### src/hw/rtl/upscl_pkg.sv
// ----------------------------------------------------------------------------
// upscl_pkg
// Shared types and constants of the 2x bilinear upscaler.
// ----------------------------------------------------------------------------
package upscl_pkg;

  localparam int PIX_W   = 8;
  localparam int CFG_W   = 11;
  localparam int COORD_W = 11;
  // Source position carried to the back end; 2*pos fills an output coordinate.
  localparam int POS_W   = COORD_W - 1;
  localparam int IDX_W   = 2;

  localparam logic [IDX_W-1:0] REG_FRAME_WIDTH  = 2'd0;
  localparam logic [IDX_W-1:0] REG_FRAME_HEIGHT = 2'd1;

  localparam int QUEUE_DEPTH = 4;
  localparam int QPTR_W      = $clog2(QUEUE_DEPTH);

  // Block flags, in emission order.
  localparam int BLK_UP_LEFT  = 0;
  localparam int BLK_UP_HERE  = 1;
  localparam int BLK_LOW_LEFT = 2;
  localparam int BLK_LOW_HERE = 3;
  localparam int NUM_BLK      = 4;

  typedef struct packed {
    logic [POS_W-1:0]   y;
    logic [POS_W-1:0]   x;
    logic [PIX_W-1:0]   ul;
    logic [PIX_W-1:0]   above;
    logic [PIX_W-1:0]   lf;
    logic [PIX_W-1:0]   px;
    logic [NUM_BLK-1:0] blocks;
    logic               frame_end;
  } job_t;

endpackage

### src/hw/rtl/upscl_queue.sv
// ----------------------------------------------------------------------------
// upscl_queue
// Small job FIFO between the front and back ends.
// ----------------------------------------------------------------------------
module upscl_queue import upscl_pkg::*; (
  input  logic clk,
  input  logic rst,
  input  logic push,
  input  job_t push_job,
  output logic full,
  input  logic pop,
  output logic not_empty,
  output job_t head
);

  job_t              slots [QUEUE_DEPTH];
  logic [QPTR_W-1:0] wr_ptr;
  logic [QPTR_W-1:0] rd_ptr;
  logic [QPTR_W:0]   count;
  logic              do_push;
  logic              do_pop;

  assign full      = (count == (QPTR_W+1)'(QUEUE_DEPTH));
  assign not_empty = (count != '0);
  assign head      = slots[rd_ptr];
  assign do_push   = push && !full;
  assign do_pop    = pop && not_empty;

  always_ff @(posedge clk) begin
    if (do_push) begin
      slots[wr_ptr] <= push_job;
    end
  end

  always_ff @(posedge clk) begin
    if (rst) begin
      wr_ptr <= '0;
      rd_ptr <= '0;
      count  <= '0;
    end else begin
      if (do_push) begin
        wr_ptr <= wr_ptr + QPTR_W'(1);
      end
      if (do_pop) begin
        rd_ptr <= rd_ptr + QPTR_W'(1);
      end
      if (do_push && !do_pop) begin
        count <= count + (QPTR_W+1)'(1);
      end else if (do_pop && !do_push) begin
        count <= count - (QPTR_W+1)'(1);
      end
    end
  end

endmodule

### config.mk
export PLATFORM = sky130hd
export DESIGN_NAME = upscl_queue
export DESIGN_NICKNAME = d
export VERILOG_FILES = /design/src/hw/rtl/upscl_pkg.sv /design/src/hw/rtl/upscl_queue.sv
export SDC_FILE = /design/constraint.sdc
export NUM_CORES = 1
export LEC_CHECK = 0
export ABC_AREA = 1
export ABC_CLOCK_PERIOD_IN_PS = 3500
export BUFFER_PORTS_ARGS = -buffer_cell sky130_fd_sc_hd__buf_2
export CORE_MARGIN = 2
export CORE_UTILIZATION = 51
export CTS_CLUSTER_DIAMETER = 80
export DETAILED_ROUTE_END_ITERATION = 8
export GPL_TIMING_DRIVEN = 0
export PLACE_DENSITY = 0.75
export SYNTH_ARGS = -nofsm -noshare
export SYNTH_HDL_FRONTEND = slang
export SYNTH_SLANG_ARGS = --single-unit
### constraint.sdc
create_clock -name clk -period 3.5 [get_ports clk]
set_input_delay 0.35 -clock clk [delete_from_list [all_inputs] [get_ports clk]]
set_output_delay 0.35 -clock clk [all_outputs]
set_load 0.05 [all_outputs]
Yosys cells after proc, flatten, opt, wreduce, memory -nomap -nowiden
Memories as Yosys holds them, arrays and structs flattened. A register that Yosys moved wholly into a read port is not among the register bits. Cells that the tools add are included.

Add/sub/neg operators: 4. Equality and inequality tests: 1. Muxes and demuxes: 6. Reductions and logical operators: 9.

Operators by type and width (count): 2-to-1 mux 3 bit (2); adder 2 x 1 -> 2 bit (second input constant) (2); logical AND 1 bit (4); 2-to-1 mux 2 bit (2); adder 3 x 1 -> 3 bit (second input constant) (1); == test 3 bit (second input constant) (1); logical NOT 1 bit (3); nonzero test 3 bit (1); subtractor 3 x 1 -> 3 bit (second input constant) (1); 2-to-1 mux 1 bit (2); nonzero test 2 bit (1).

Bits in registers: 7. Bits in writable memories: 228. Word-level logic and storage cells: 24. Memories: 1.

Memory list: slots (depth 4, width 57, read ports 1, clocked after Yosys merged registers in 1, write ports 1, RTL line upscl_queue.sv:16) `job_t slots [QUEUE_DEPTH];`.

Longest topological paths before layout
Depth in word-level cells: 7. Gate-level depth with buffers: 13. Gate-level depth less buffers: 13.

Least setup slack after synthesis
Ideal clock, no wire load.

Path type: register -> register. Start: register count[0]. End: memory slots[0][0] (netlist name) (enable). Setup time: 0.472 ns. Data arrival time: 3.047 ns. Data required time: 3.028 ns. Slack: -0.019 ns. Stages on the path, launching flop included: 5. Cell sequence: dfxtp_1 nor2_1 nand2_1 nand2_1 nor2_1.

Longest elaborated chain between the ends: 5.

RTL lines: start, declared (RTL line upscl_queue.sv:19) `logic [QPTR_W:0] count;`; start signal, assigned (RTL line upscl_queue.sv:48) `count <= count + (QPTR_W+1)'(1);`; start signal, assigned (RTL line upscl_queue.sv:50) `count <= count - (QPTR_W+1)'(1);`; == test 3 bit (RTL line upscl_queue.sv:23) `assign full = (count == (QPTR_W+1)'(QUEUE_DEPTH));`; logical NOT 1 bit (RTL line upscl_queue.sv:26) `assign do_push = push && !full;`; logical AND 1 bit (RTL line upscl_queue.sv:26); 2-to-1 mux 1 bit (RTL line upscl_queue.sv:30) `if (do_push) begin`; 2-to-1 mux 1 bit (implied by the code) (RTL line upscl_queue.sv:31) `slots[wr_ptr] <= push_job;`; end, declared (RTL line upscl_queue.sv:16).

No other way between the ends.

==> results.txt <==
The run finished with clean final reports. For this block, the via count after detailed routing is between 5000 and 6000. Across all register-to-register paths, the minimum setup slack is about 1.2 ns.

The data required time at the worst endpoint is 3.15 ns. The class of the tightest hold or removal check is in2reg. The via count of the first global-routing pass came out at 5737.

The internal power consumption came out at between 5 and 6 mW. The number of buffers added to fix hold violations after cts is 0. The count of state elements after synthesis is 237. In this run the vertical extent of the chip is about 140 um. The achievable clock frequency came out at around 380 MHz. The endpoint identified for the worst register-to-register timing path is count[1]. Setup repair after global routing left no endpoint under its margin. Walking the worst path, the cells encountered are inv_2, clkbuf_1, o21ai_0, o22ai_1, buf_2.

The largest buffer count on any clock path is 3. For the final routed database, the setup TNS stands at 0 ns. The worst clock skew is ~0.008 ns.

Registers take 7030 um^2. The final number of setup-violating endpoints is 0. The per-instance average area after synthesis is between 10 and 15 um^2. The violation count after the first detailed-routing iteration came out at 407. The clock-pin slew reported for the worst setup and hold paths after clock tree synthesis came out at approximately 0.06 ns.

During synthesis, Yosys emitted a total of 0 warnings. After detailed routing, the number of remaining DRC violations is 0. The pin count of the biggest net entering global routing came out at 30. The chip width is around 140 um. The number of distinct library cells after synthesis came out at 19.

The number of detailed-routing iterations run before antenna repair is 5. Of the cells placed in the final design, the portion with a size suffix greater than 1 is 0.238. The type of element launching the critical path is a flop. The root cell of the clock tree is sky130_fd_sc_hd__clkbuf_16. The clock sink count is 237. The proportion of power drawn by flip-flops and latches came out at 0.394. The worst stage delay on the critical path is 0.42 ns. In this run the power density over the cells is around 840 nW/um^2.

The switching share of power is 0.375. The overall die area is roughly 19000 um^2. Of the synthesized area, sequential elements account for 0.788. The share of power burned in the clock network is 0.267.

The critical path ends at head[0]. Once detail routing completed, the nets flagged for antenna violations numbered 0. The count of buffers inserted at the top-level ports is between 100 and 150.

In the final layout, the multi-input gates occupy about 1600 um^2. The routed wire length per instance came out at between 15 and 20 um. Hold timing on the final database bottoms out at a slack of about 0.066 ns. The worst slew slack as a fraction of its limit came out at 0.582. The number of nets handed over by synthesis was a little under 700. The initial antenna violation count came out at 0. The final hold violation count came out at 0.

In the global route stage, overall resource usage came out at 0.208. The area growth from synthesis to layout is 20.6%. The number of cells traversed by the worst register-to-register path came out at 9.

For this run the aggregate overflow at the end of global routing stands at 0. The net switching power is around 3.4 mW. The routability congestion estimate from global placement came out at approximately 0.77. For this design, the slowest cell found on the critical path is sky130_fd_sc_hd__dfxtp_1. Dividing the detail-routed via count by the number of cells gives 5.63. The area inside the core boundary is 17200 um^2. The count of mapped cells out of synthesis is 620. The pin slew with the least headroom to its limit came out at around 0.63 ns. The clock latency at the later pin of the worst-skew pair is between 0.4 and 0.5 ns.

The worst setup path is captured at an output port. Data on the critical path arrives at its endpoint at approximately 2.3 ns. In this run the critical register-to-register path is launched from count[1]. VDD sags by at most slightly below 500 uV.

Of all nets on the critical path, the largest fanout is 10. Gates resized during post-CTS repair numbered 0. The number of clock buffers added by TritonCTS is 23. The routed wire length is slightly below 20000 um. The number of nets in the finished design is roughly 840.

The mapped cell area is 8920 um^2. The share of the cycle needed by the critical path after routing is 0.749. Buffers added to address setup during post-CTS repair amount to 0. The first global-routing pass estimated 29300 um of wire. The share of total power dissipated in combinational logic is 0.340.

The final count of pins violating max slew came to 0. The standby leakage power is between 3 and 4 nW. After layout, the minimum clock period comes to between 2 and 3 ns.

The HPWL reported at the end of detailed placement came out at around 12000 um. The count of boundary I/O pins is 120. The starting density of the core is 0.519. The floorplan row count came out at 48. The filler cell count is roughly 1200. The worst setup path is of the reg2out kind. The H-tree depth reported by CTS came out at 1. The total of max-cap violations is 0. TritonCTS built the clock tree.
## cell families after synthesis
group | share of synthesized area
AO/OA/AOI/OAI | 0.106
XOR/XNOR | 0.000982
adder cells (fa/ha/maj) | 0.00926
buffers and inverters | 0.0327
flip-flops | 0.788
AND/OR/NAND/NOR | 0.0633
## placed cells by master (no fill, tap or decap), types with 5 or more instances in the layout
| cell type | instances |
|---|---|
| sky130_fd_sc_hd__edfxtp_1 | 228 |
| sky130_fd_sc_hd__nor2_1 | 124 |
| sky130_fd_sc_hd__buf_2 | 124 |
| sky130_fd_sc_hd__o21ai_0 | 107 |
| sky130_fd_sc_hd__o22ai_1 | 57 |
| sky130_fd_sc_hd__clkbuf_16 | 23 |
| sky130_fd_sc_hd__clkbuf_1 | 22 |
| sky130_fd_sc_hd__nand2_1 | 15 |
| sky130_fd_sc_hd__inv_1 | 15 |
| sky130_fd_sc_hd__dfxtp_1 | 9 |
| sky130_fd_sc_hd__buf_6 | 8 |
| sky130_fd_sc_hd__o21ai_1 | 8 |
| sky130_fd_sc_hd__buf_4 | 7 |
| sky130_fd_sc_hd__ha_1 | 5 |
| sky130_fd_sc_hd__clkbuf_8 | 5 |
| sky130_fd_sc_hd__buf_12 | 5 |
## synthesized netlist by cell type
library cell	instances	share of area
sky130_fd_sc_hd__buf_6	8	0.010
sky130_fd_sc_hd__buf_2	5	0.0028
sky130_fd_sc_hd__o21ai_1	8	0.0045
sky130_fd_sc_hd__inv_2	2	0.00084
sky130_fd_sc_hd__o22ai_1	57	0.040
sky130_fd_sc_hd__dfxtp_1	9	0.020
sky130_fd_sc_hd__o21ai_0	107	0.060
sky130_fd_sc_hd__buf_4	7	0.0059
sky130_fd_sc_hd__ha_1	5	0.0070
sky130_fd_sc_hd__a21oi_1	3	0.0017
sky130_fd_sc_hd__inv_1	15	0.0063
sky130_fd_sc_hd__nor2_1	128	0.054
sky130_fd_sc_hd__nand3b_1	1	0.00084
sky130_fd_sc_hd__nand3_1	4	0.0022
sky130_fd_sc_hd__edfxtp_1	228	0.77
sky130_fd_sc_hd__fa_1	1	0.0022
sky130_fd_sc_hd__nand2_1	15	0.0063
sky130_fd_sc_hd__xor2_1	1	0.00098
sky130_fd_sc_hd__clkbuf_1	16	0.0067
## power by group through the flow
| stage | Clock [mW] | Sequential [mW] | Combinational [mW] |
|---|---|---|---|
| floorplan | 0 | 3.59 | 2.17 |
| global route | 2.53 | 3.56 | 3.23 |
| detailed placement | 0 | 3.60 | 3.05 |
| finish | 2.40 | 3.54 | 3.05 |
| CTS | 2.44 | 3.54 | 3.07 |
| global placement | 0 | 3.63 | 2.90 |
## routing by layer
| metal | track usage | share of wire | vias to the layer above |
|---|---|---|---|
| met5 | 0 | 0 | - |
| met4 | 0.0654 | 0.017 | 0 |
| met3 | 0.0436 | 0.075 | 34 |
| met2 | 0.357 | 0.51 | 251 |
| met1 | 0.267 | 0.40 | 2804 |
| li1 | - | - | 2617 |
## flip-flops by register name (all words and copies together) (netlist names), named ones only
name,flops
rd_ptr,2
count,3
slots,228
wr_ptr,2
## critical path: cells and delay by family (launching register included)
family,cells,cell delay (ns)
compound gates,2,0.44
flops,1,0.42
buf+inv,3,0.92
## final cells by class
class / instances / share of cell area
well taps: 225 / 0.0262
clock inverters: 6 / 0.00744
plain buffers: 36 / 0.0212
diodes: 1 / 0.000233
flip-flops and latches: 237 / 0.653
inverters: 17 / 0.00593
repair buffers: 127 / 0.0723
clock buffers: 34 / 0.0620
multi-input cells: 330 / 0.152
## worst min-delay path by stage
| stage | start | end | depth (start not counted) |
|---|---|---|---|
| 2_1_floorplan | rst | flop | 1 |
| 3_3_place_gp | rd_ptr[0] | rd_ptr[0] | 2 |
| 3_5_place_dp | rd_ptr[0] | rd_ptr[0] | 2 |
| 4_1_cts | push_job[41] | slots[1][41] | 1 |
| 5_1_grt | push_job[53] | slots[3][53] | 1 |
| 6_report | push_job[41] | slots[2][41] | 1 |
## through the flow
step | worst slack [ns] | power (mW) | instances | cell area (um^2) | utilization
finish | 0.877 | 8.99 | 1013 | 10800 | 0.626
global route | 0.709 | 9.32 | 1012 | 10800 | 0.626
CTS | 0.861 | 9.05 | 1012 | 10800 | 0.626
global placement | -1.82 | 6.53 | 964 | 9800 | 0.570
detailed placement | 1.24 | 6.65 | 972 | 10000 | 0.583
floorplan | -0.0186 | 5.76 | 620 | 8920 | -
Power figures use the tool's default switching activity.
