<file path="config.mk">
export PLATFORM = sky130hd
export DESIGN_NAME = upscl_back
export DESIGN_NICKNAME = d
export VERILOG_FILES = /design/src/hw/rtl/upscl_pkg.sv /design/src/hw/rtl/upscl_back.sv
export SDC_FILE = /design/constraint.sdc
export NUM_CORES = 1
export LEC_CHECK = 0
export ABC_AREA = 1
export BUFFER_PORTS_ARGS = -buffer_cell sky130_fd_sc_hd__buf_2
export CAP_MARGIN = 20
export CORE_UTILIZATION = 30
export DETAILED_ROUTE_END_ITERATION = 12
export SETUP_SLACK_MARGIN = 0.02
export SYNTH_ARGS = -nofsm -noshare
export SYNTH_HDL_FRONTEND = slang
export SYNTH_SLANG_ARGS = --single-unit
</file>
<file path="constraint.sdc">
create_clock -name clk -period 4.3 [get_ports clk]
set_input_delay 0.86 -clock clk [delete_from_list [all_inputs] [get_ports clk]]
set_output_delay 0.86 -clock clk [all_outputs]
set_load 0.05 [all_outputs]
</file>
<file path="src/hw/rtl/upscl_pkg.sv">
// ----------------------------------------------------------------------------
// upscl_pkg
// Shared types and constants of the 2x bilinear upscaler.
// ----------------------------------------------------------------------------
package upscl_pkg;

  localparam int PIX_W   = 8;
  localparam int CFG_W   = 11;
  localparam int COORD_W = 11;
  // Source position carried to the back end; 2*pos fills an output coordinate.
  localparam int POS_W   = COORD_W - 1;
  localparam int IDX_W   = 2;

  localparam logic [IDX_W-1:0] REG_FRAME_WIDTH  = 2'd0;
  localparam logic [IDX_W-1:0] REG_FRAME_HEIGHT = 2'd1;

  localparam int QUEUE_DEPTH = 4;
  localparam int QPTR_W      = $clog2(QUEUE_DEPTH);

  // Block flags, in emission order.
  localparam int BLK_UP_LEFT  = 0;
  localparam int BLK_UP_HERE  = 1;
  localparam int BLK_LOW_LEFT = 2;
  localparam int BLK_LOW_HERE = 3;
  localparam int NUM_BLK      = 4;

  typedef struct packed {
    logic [POS_W-1:0]   y;
    logic [POS_W-1:0]   x;
    logic [PIX_W-1:0]   ul;
    logic [PIX_W-1:0]   above;
    logic [PIX_W-1:0]   lf;
    logic [PIX_W-1:0]   px;
    logic [NUM_BLK-1:0] blocks;
    logic               frame_end;
  } job_t;

endpackage

</file>
<file path="src/hw/rtl/upscl_back.sv">
// ----------------------------------------------------------------------------
// upscl_back
// Walks the blocks of each job and emits their four pixels through the output
// register, one per cycle while result_stall does not hold it.
// ----------------------------------------------------------------------------
module upscl_back import upscl_pkg::*; (
  input  logic               clk,
  input  logic               rst,
  input  logic               q_not_empty,
  input  job_t               q_head,
  output logic               q_pop,
  output logic               result_valid,
  input  logic               result_stall,
  output logic [COORD_W-1:0] out_row,
  output logic [COORD_W-1:0] out_col,
  output logic [PIX_W-1:0]   value,
  output logic               last_of_run,
  output logic               frame_done
);

  job_t               cur;
  logic               cur_valid;
  logic [NUM_BLK-1:0] mask;
  logic [1:0]         sub;
  logic [1:0]         blk;
  logic [NUM_BLK-1:0] mask_next;
  logic               adv;
  logic               last_out;
  logic [PIX_W-1:0]   tl, tr, bl, br;
  logic [PIX_W:0]     sum_top, sum_bot, sum_left, sum_mid;
  logic [PIX_W-1:0]   htop, hbot, val;
  logic [POS_W-1:0]   a, b;

  always_comb begin
    if (mask[BLK_UP_LEFT]) begin
      blk = 2'(BLK_UP_LEFT);
    end else if (mask[BLK_UP_HERE]) begin
      blk = 2'(BLK_UP_HERE);
    end else if (mask[BLK_LOW_LEFT]) begin
      blk = 2'(BLK_LOW_LEFT);
    end else begin
      blk = 2'(BLK_LOW_HERE);
    end
    mask_next      = mask;
    mask_next[blk] = 1'b0;
  end

  always_comb begin
    case (blk)
      2'(BLK_UP_LEFT): begin
        tl = cur.ul;    tr = cur.above; bl = cur.lf; br = cur.px;
      end
      2'(BLK_UP_HERE): begin
        tl = cur.above; tr = cur.above; bl = cur.px; br = cur.px;
      end
      2'(BLK_LOW_LEFT): begin
        tl = cur.lf;    tr = cur.px;    bl = cur.lf; br = cur.px;
      end
      default: begin
        tl = cur.px;    tr = cur.px;    bl = cur.px; br = cur.px;
      end
    endcase
    // upper blocks sit one source row back, left blocks one column back
    a = blk[1] ? cur.y : cur.y - POS_W'(1);
    b = blk[0] ? cur.x : cur.x - POS_W'(1);
  end

  assign sum_top  = {1'b0, tl} + {1'b0, tr};
  assign sum_bot  = {1'b0, bl} + {1'b0, br};
  assign sum_left = {1'b0, tl} + {1'b0, bl};
  assign htop     = sum_top[PIX_W:1];
  assign hbot     = sum_bot[PIX_W:1];
  assign sum_mid  = {1'b0, htop} + {1'b0, hbot};

  always_comb begin
    case (sub)
      2'd0:    val = tl;
      2'd1:    val = htop;
      2'd2:    val = sum_left[PIX_W:1];
      default: val = sum_mid[PIX_W:1];
    endcase
  end

  assign adv      = cur_valid && (!result_valid || !result_stall);
  assign last_out = (sub == 2'd3) && (mask_next == '0);
  assign q_pop    = q_not_empty && (!cur_valid || (adv && last_out));

  always_ff @(posedge clk) begin
    if (q_pop) begin
      cur <= q_head;
    end
    if (adv) begin
      out_row     <= {a, sub[1]};
      out_col     <= {b, sub[0]};
      value       <= val;
      last_of_run <= last_out;
      frame_done  <= last_out && cur.frame_end;
    end
  end

  always_ff @(posedge clk) begin
    if (rst) begin
      cur_valid    <= 1'b0;
      mask         <= '0;
      sub          <= '0;
      result_valid <= 1'b0;
    end else begin
      if (adv) begin
        result_valid <= 1'b1;
      end else if (!result_stall) begin
        result_valid <= 1'b0;
      end
      if (q_pop) begin
        cur_valid <= 1'b1;
        mask      <= q_head.blocks;
        sub       <= '0;
      end else if (adv) begin
        sub <= sub + 2'd1;
        if (sub == 2'd3) begin
          mask <= mask_next;
          if (last_out) begin
            cur_valid <= 1'b0;
          end
        end
      end
    end
  end

endmodule

</file>
**Word level (Yosys, flattened, before mapping)**

Cells that the tools add are included.

- Output and inout port bits: 34
- Register bits: 93

- Equal/unequal tests: 6
- Bitwise operators: 2
- Mux-type cells: 20
- Reductions and logical operators: 22
- Add/subtract/negate cells: 7
- $lt $le $gt $ge: 2

Operators by type and width:

| operator | number |
|---|---|
| case mux 8 bit (3 select lines) | 2 |
| adder 8 x 8 -> 9 bit | 4 |
| two-way mux 10 bit | 2 |
| subtractor 10 x 1 -> 10 bit, second input constant | 2 |
| two-way mux 8 bit | 2 |
| two-way mux 4 bit | 3 |
| two-way mux 1 bit | 8 |
| equality test 2 bit, second input constant | 3 |
| logical AND 1 bit | 6 |
| nonzero test 2 bit | 3 |
| OR reduction 2 bit | 3 |
| AND 4 bit | 1 |
| equality test 2 x 1 -> 1 bit, second input constant | 2 |
| zero test 2 bit | 2 |
| zero test 4 bit | 1 |
| two-way mux 2 bit | 2 |
| NOT 4 bit | 1 |
| zero test 1 bit | 3 |
| less-than comparator 2 x 3 -> 1 bit, second input constant | 1 |
| AND reduction 3 bit | 1 |
| adder 2 x 1 -> 2 bit, second input constant | 1 |
| demux 1 bit (select 2 bit) | 1 |
| greater-or-equal comparator 2 x 1 -> 1 bit, second input constant | 1 |
| logical OR 1 bit | 2 |
| other kinds (2) | 2 |

**Logic depth before layout (Yosys ltp)**

- Depth in word-level cells: 16
- Mapped depth: 23
- Mapped depth without buffers: 23

**Worst setup path before layout**

No wires, ideal clock.

- Kind: reg-to-reg
- Start point: register mask[2]
- End point: register value[7] (data pin)
- Data required time: 4038 ps
- Stages on the path, launching flop included: 20
- Data arrival time: 3383 ps
- Setup slack: 656 ps
- Cells stage by stage: dfxtp_1 inv_2 o21ai_2 buf_4 o21ai_0 inv_1 fa_1 o21ai_0 xor2_1 inv_1 ha_1 a21oi_1 nand2_1 nand2_1 nand2_1 a21oi_1 nor2_1 o21a_1 nor3_1 a21oi_2

- Longest elaborated chain between the ends: 9
- Elaborated cells on any way between the ends: 16

Ends and longest elaborated chain:

| what | RTL line | source |
|---|---|---|
| from (decl) | upscl_back.sv:23 | `logic [NUM_BLK-1:0] mask;` |
| from (signal assigned) | upscl_back.sv:115 | `mask <= q_head.blocks;` |
| from (signal assigned) | upscl_back.sv:120 | `mask <= mask_next;` |
| two-way mux 1 bit * | upscl_back.sv:39 | `end else if (mask[BLK_LOW_LEFT]) begin` |
| two-way mux 2 bit * | upscl_back.sv:37 | `end else if (mask[BLK_UP_HERE]) begin` |
| two-way mux 2 bit * | upscl_back.sv:35 | `if (mask[BLK_UP_LEFT]) begin` |
| equality test 2 x 1 -> 1 bit, or another cell as far along | upscl_back.sv:49 | `case (blk)` |
| OR reduction 2 bit (no source line) | n/a |  |
| two-way mux 8 bit | upscl_back.sv:49 |  |
| adder 8 x 8 -> 9 bit (on tied branches) | upscl_back.sv:68, upscl_back.sv:69 |  |
| adder 8 x 8 -> 9 bit | upscl_back.sv:73 | `assign sum_mid = {1'b0, htop} + {1'b0, hbot};` |
| case mux 8 bit (3 select lines) * | upscl_back.sv:76 | `case (sub)` |
| net val[7] | upscl_back.sv:31 | `logic [PIX_W-1:0] htop, hbot, val;` |
| to (signal assigned) | upscl_back.sv:95 | `value <= val;` |
| to (decl) | upscl_back.sv:16 | `output logic [PIX_W-1:0] value,` |

Mark *: on every way through the listed nets, which the timed path passes. The rest lies on a longest branch.
A chain may end at the register's enable or synchronous reset.

**Worst setup path after layout**

- Start point: register mask[0]
- End point: register value[7] (data pin)

- Longest elaborated chain between the ends: 7
- Elaborated cells on any way between the ends: 14

Ends and longest elaborated chain:

| what | RTL line |
|---|---|
| two-way mux 2 bit * | upscl_back.sv:35 |
| equality test 2 x 1 -> 1 bit, or another cell as far along | upscl_back.sv:49 |
| OR reduction 2 bit (no source line) | n/a |
| two-way mux 8 bit | upscl_back.sv:49 |
| adder 8 x 8 -> 9 bit (on tied branches) | upscl_back.sv:68, upscl_back.sv:69 |
| adder 8 x 8 -> 9 bit | upscl_back.sv:73 |
| case mux 8 bit (3 select lines) * | upscl_back.sv:76 |
| net val[7] | upscl_back.sv:31 |

Marked as above.

==> results by group <==
STA
  – Final Max Slew Viols: 0
  – RSZ-0062 raised after global routing: false
  – Setup violators final: 0
  – Highest clock rate: 0.2556 GHz
  – Slew @ Worst Pin: 0.7012 ns
  – Worst hold slack: around 0.49 ns
  – Setup_tns: 0 ns
  – Max transition margin: 53.25%
  – Clock Skew: 0.01439 ns
  – Period utilization: 90.97%
  – Post-layout min period: slightly below 4 ns
  – Endpoints failing hold: 0

Clock tree
  – CTS tree: done
  – CTS max path bufs: 2
  – Clock slew at reported path FFs: 0.08 ns
  – Hold Buf Count CTS: 0
  – Clk_lat worst skew: 0.36 ns
  – Clock root buffer: clkbuf_16
  – # clock sinks: 93
  – Post-CTS Setup Bufs: 0
  – CTS H-tree lvls: 3
  – CTS Buf Count: 9

Worst setup path
  – CP required: approximately 4.4 ns
  – Crit path DAT: 4.02 ns
  – Crit path max fanout: 12
  – Worst Setup Path Type: flop to flop
  – Register-to-Register Setup Slack: 0.39 ns
  – FF-to-FF Start: mask[0]
  – Reg2Reg Depth: 19
  – CP cell instances: inv_2 -> o21ai_2 -> nand2_1 -> o21ai_1 -> inv_1 -> fa_1 -> o21ai_0 -> xor2_1 -> inv_1 -> ha_1 -> a21oi_1 -> nand2_1 -> nand2_1 -> nand2_1 -> a21oi_1 -> nor2_1 -> o21a_1 -> nor3_1 -> a21oi_2
  – CP dominant cell by count: nand2_1
  – Worst path max stage delay: 0.54 ns
  – Setup crit end kind: flop
  – Critical path startpoint category: flop
  – Critical-path top delay cell: dfxtp_1
  – Terminus of the critical flop-to-flop path: value[7]

Place
  – Port bufs: between 90 and 100
  – Routability Congestion: 0.9089
  – DPL Wire Length: 10.42 mm

Yosys
  – Syn Nets: 667
  – Netlist cell types: 45
  – Mapped Area: 5460 um^2
  – Top FF cell, synth: edfxtp_1
  – Top-count cell post-synth: nand2_1
  – Number of synthesized flops with an enable pin: between 80 and 90
  – Share of the synthesized area in the top cell type: 46.75%
  – Synth warn: 0
  – Main area contributors after synthesis: edfxtp_1 47%, nand2_1 7.8%, ha_1 7.6%
  – Most common library cells after synthesis: 114 x nand2_1, 85 x edfxtp_1, 72 x inv_1, 42 x a21oi_1, 33 x ha_1
  – Register area share after synthesis: 49.68%
  – Mean Syn Cell Area: 9.596 um^2
  – Area leader, netlist: edfxtp_1
  – Asr flop ratio synth: 0%
  – Post-synthesis register bit count: 93
  – Cells after Synth: 569

Die
  – Row count: 48
  – IO Pins: 95
  – Initial core utilization: between 30% and 40%
  – Chip Width: 136.9 um
  – Die area: about 19,000 um^2
  – Core area: between 15,000 and 20,000 um^2
  – Die height: between 100 and 150 um

Min path
  – Hold EP: result_valid
  – Class of the worst hold path: flop to flop
  – Worst hold path depth: 2
  – Worst Min Path Start: result_valid

Global route
  – Pin count of the biggest net entering global routing: 57
  – GRT Total Usage: between 10% and 20%
  – First-pass GRT wire length: 19.96 mm
  – Vias in the first global route: 3,765
  – Met3 Use GR: 3.407%
  – Number of antenna violations at the first check in global routing: 0
  – Grt met1 use: 19.48%
  – GR Layer Usage met2: 22.28%
  – GR Overflow Total: 0
  – Grt peak-use layer: met2

Detailed routing
  – Via density: ~4.6
  – Wire length per cell: 14.51 um
  – Drc violations: 0
  – DR iter-0 viols: 205
  – ANT nets after route: 0
  – Pre-Repair DR Iteration Count: 4
  – Detailed Route WL: approximately 13 mm
  – Vias: around 4,200

Status
  – Status: completed

Final layout
  – Area Overhead vs Synth: 20.03%
  – Final core utilization: between 30% and 40%
  – Register area: ~2700 um^2
  – Share of cells above drive strength 1: between 20% and 30%
  – N_diodes: 0
  – Fillers: 1,768
  – Multi-input combinational cell area: approximately 2400 um^2
  – Final #Nets: 773

Pwr
  – Sw Share: 35.28%
  – Clock share of power: 29.0%
  – Internal: 1958 uW
  – Pwr dens: 461.7 nW/um^2
  – Leak Pwr: 0.002912 uW
  – Max IR drop VDD: 273.4 uV
  – Logic gate share of total power: about a third
  – Net switching power: 1068 uW
  – Sequential Power Share: 36.4%

Flow run
  – Max cap viols: 0
## critical path: cells and delay by family, from the launching register on
kind | cells | cell delay, ns
AO/OA/AOI/OAI | 7 | 1.35
adder cells (fa/ha/maj) | 2 | 0.78
flip-flops | 1 | 0.54
AND/OR/NAND/NOR | 6 | 0.54
buffers and inverters | 3 | 0.29
XOR/XNOR | 1 | 0.18
## cells by family (layout without fill, tap and decap cells)
kind of cell               Yosys count  in the layout  share of synthesized area [%]
AOI/OAI and AO/OA                   96             96                          10.11
xor gates and xnor gates            31             31                          5.110
adders and majority gates           37             37                          9.029
buffers and inverters               87            198                          6.324
DFF                                 93             93                          49.68
and+or+nand+nor                    225            225                          19.75
## power by group through the flow
stage / logic [uW] / clock network, uW / registers, uW
floorplan: 723 / 0 / 1200
global placement: 1030 / 0 / 1120
detailed placement: 1030 / 0 / 1120
CTS: 1040 / 898 / 1100
global route: 1160 / 934 / 1110
finish: 1050 / 879 / 1100
## final cells by class
class / instances / share of cell area (%)
flip-flops and latches: 93 / 41.39
multi-input cells: 389 / 36.66
repair buffers: 103 / 8.209
inverters: 79 / 4.525
well taps: 225 / 4.296
clock buffers: 9 / 3.436
clock inverters: 7 / 1.489
## stage by stage
stage	cells	worst slack (ns)	area (um^2)	power [uW]
4_1_cts	905	0.3469	6554	3039
5_1_grt	905	0.03818	6554	3200
2_1_floorplan	569	0.6559	5460	1921
3_5_place_dp	889	0.3590	6231	2155
6_report	905	0.3881	6554	3026
3_3_place_gp	889	0.3983	6231	2154
## layer usage
layer	wire length [um]	share of wire, %
met1	6185	47
met2	5981	46
met3	728	5.5
met4	240	1.8
met5	0	0
## cells in the final DEF (no fill, tap or decap), drive strengths merged
cell type,synthesis,final
a211oi,7,7
a21o,1,1
a21oi,44,44
a221oi,1,1
a22oi,2,2
a31oi,2,2
a41oi,1,1
and2,4,4
and3,1,1
buf,6,103
bufinv,0,2
clkbuf,2,9
clkinv,0,3
dfxtp,8,8
edfxtp,85,85
fa,4,4
ha,33,33
inv,79,81
nand2,127,127
nand3,36,36
nand3b,2,2
nand4,9,9
nor2,37,37
nor3,8,8
o211ai,2,2
o21a,2,2
o21ai,30,30
o21bai,2,2
o22ai,2,2
or2,1,1
xnor2,10,10
xor2,21,21
## worst max-delay path by stage
stage	start	endpoint	slack [ns]	cells after the start
2_1_floorplan	mask[2]	value[7]	0.66	19
3_3_place_gp	mask[0]	value[7]	0.40	18
3_5_place_dp	mask[0]	value[7]	0.36	18
4_1_cts	mask[0]	value[7]	0.35	18
5_1_grt	mask[0]	value[7]	0.04	21
6_report	mask[0]	value[7]	0.39	19
## repair_timing
action                                  in CTS  in global routing
endpoints found under the setup margin       0                  1
hold endpoints to repair                     0                  0
gates resized for setup                      0                  1
## registers in the layout, indices dropped and copies added, names as in the netlist
signal and flops:
value 8, cur 45, br 8, cur_valid 1, out_row 11, last_of_run 1, frame_done 1, result_valid 1
out_col 11, sub 2, mask 4
Note: power is estimated with default switching activity, not from simulation.
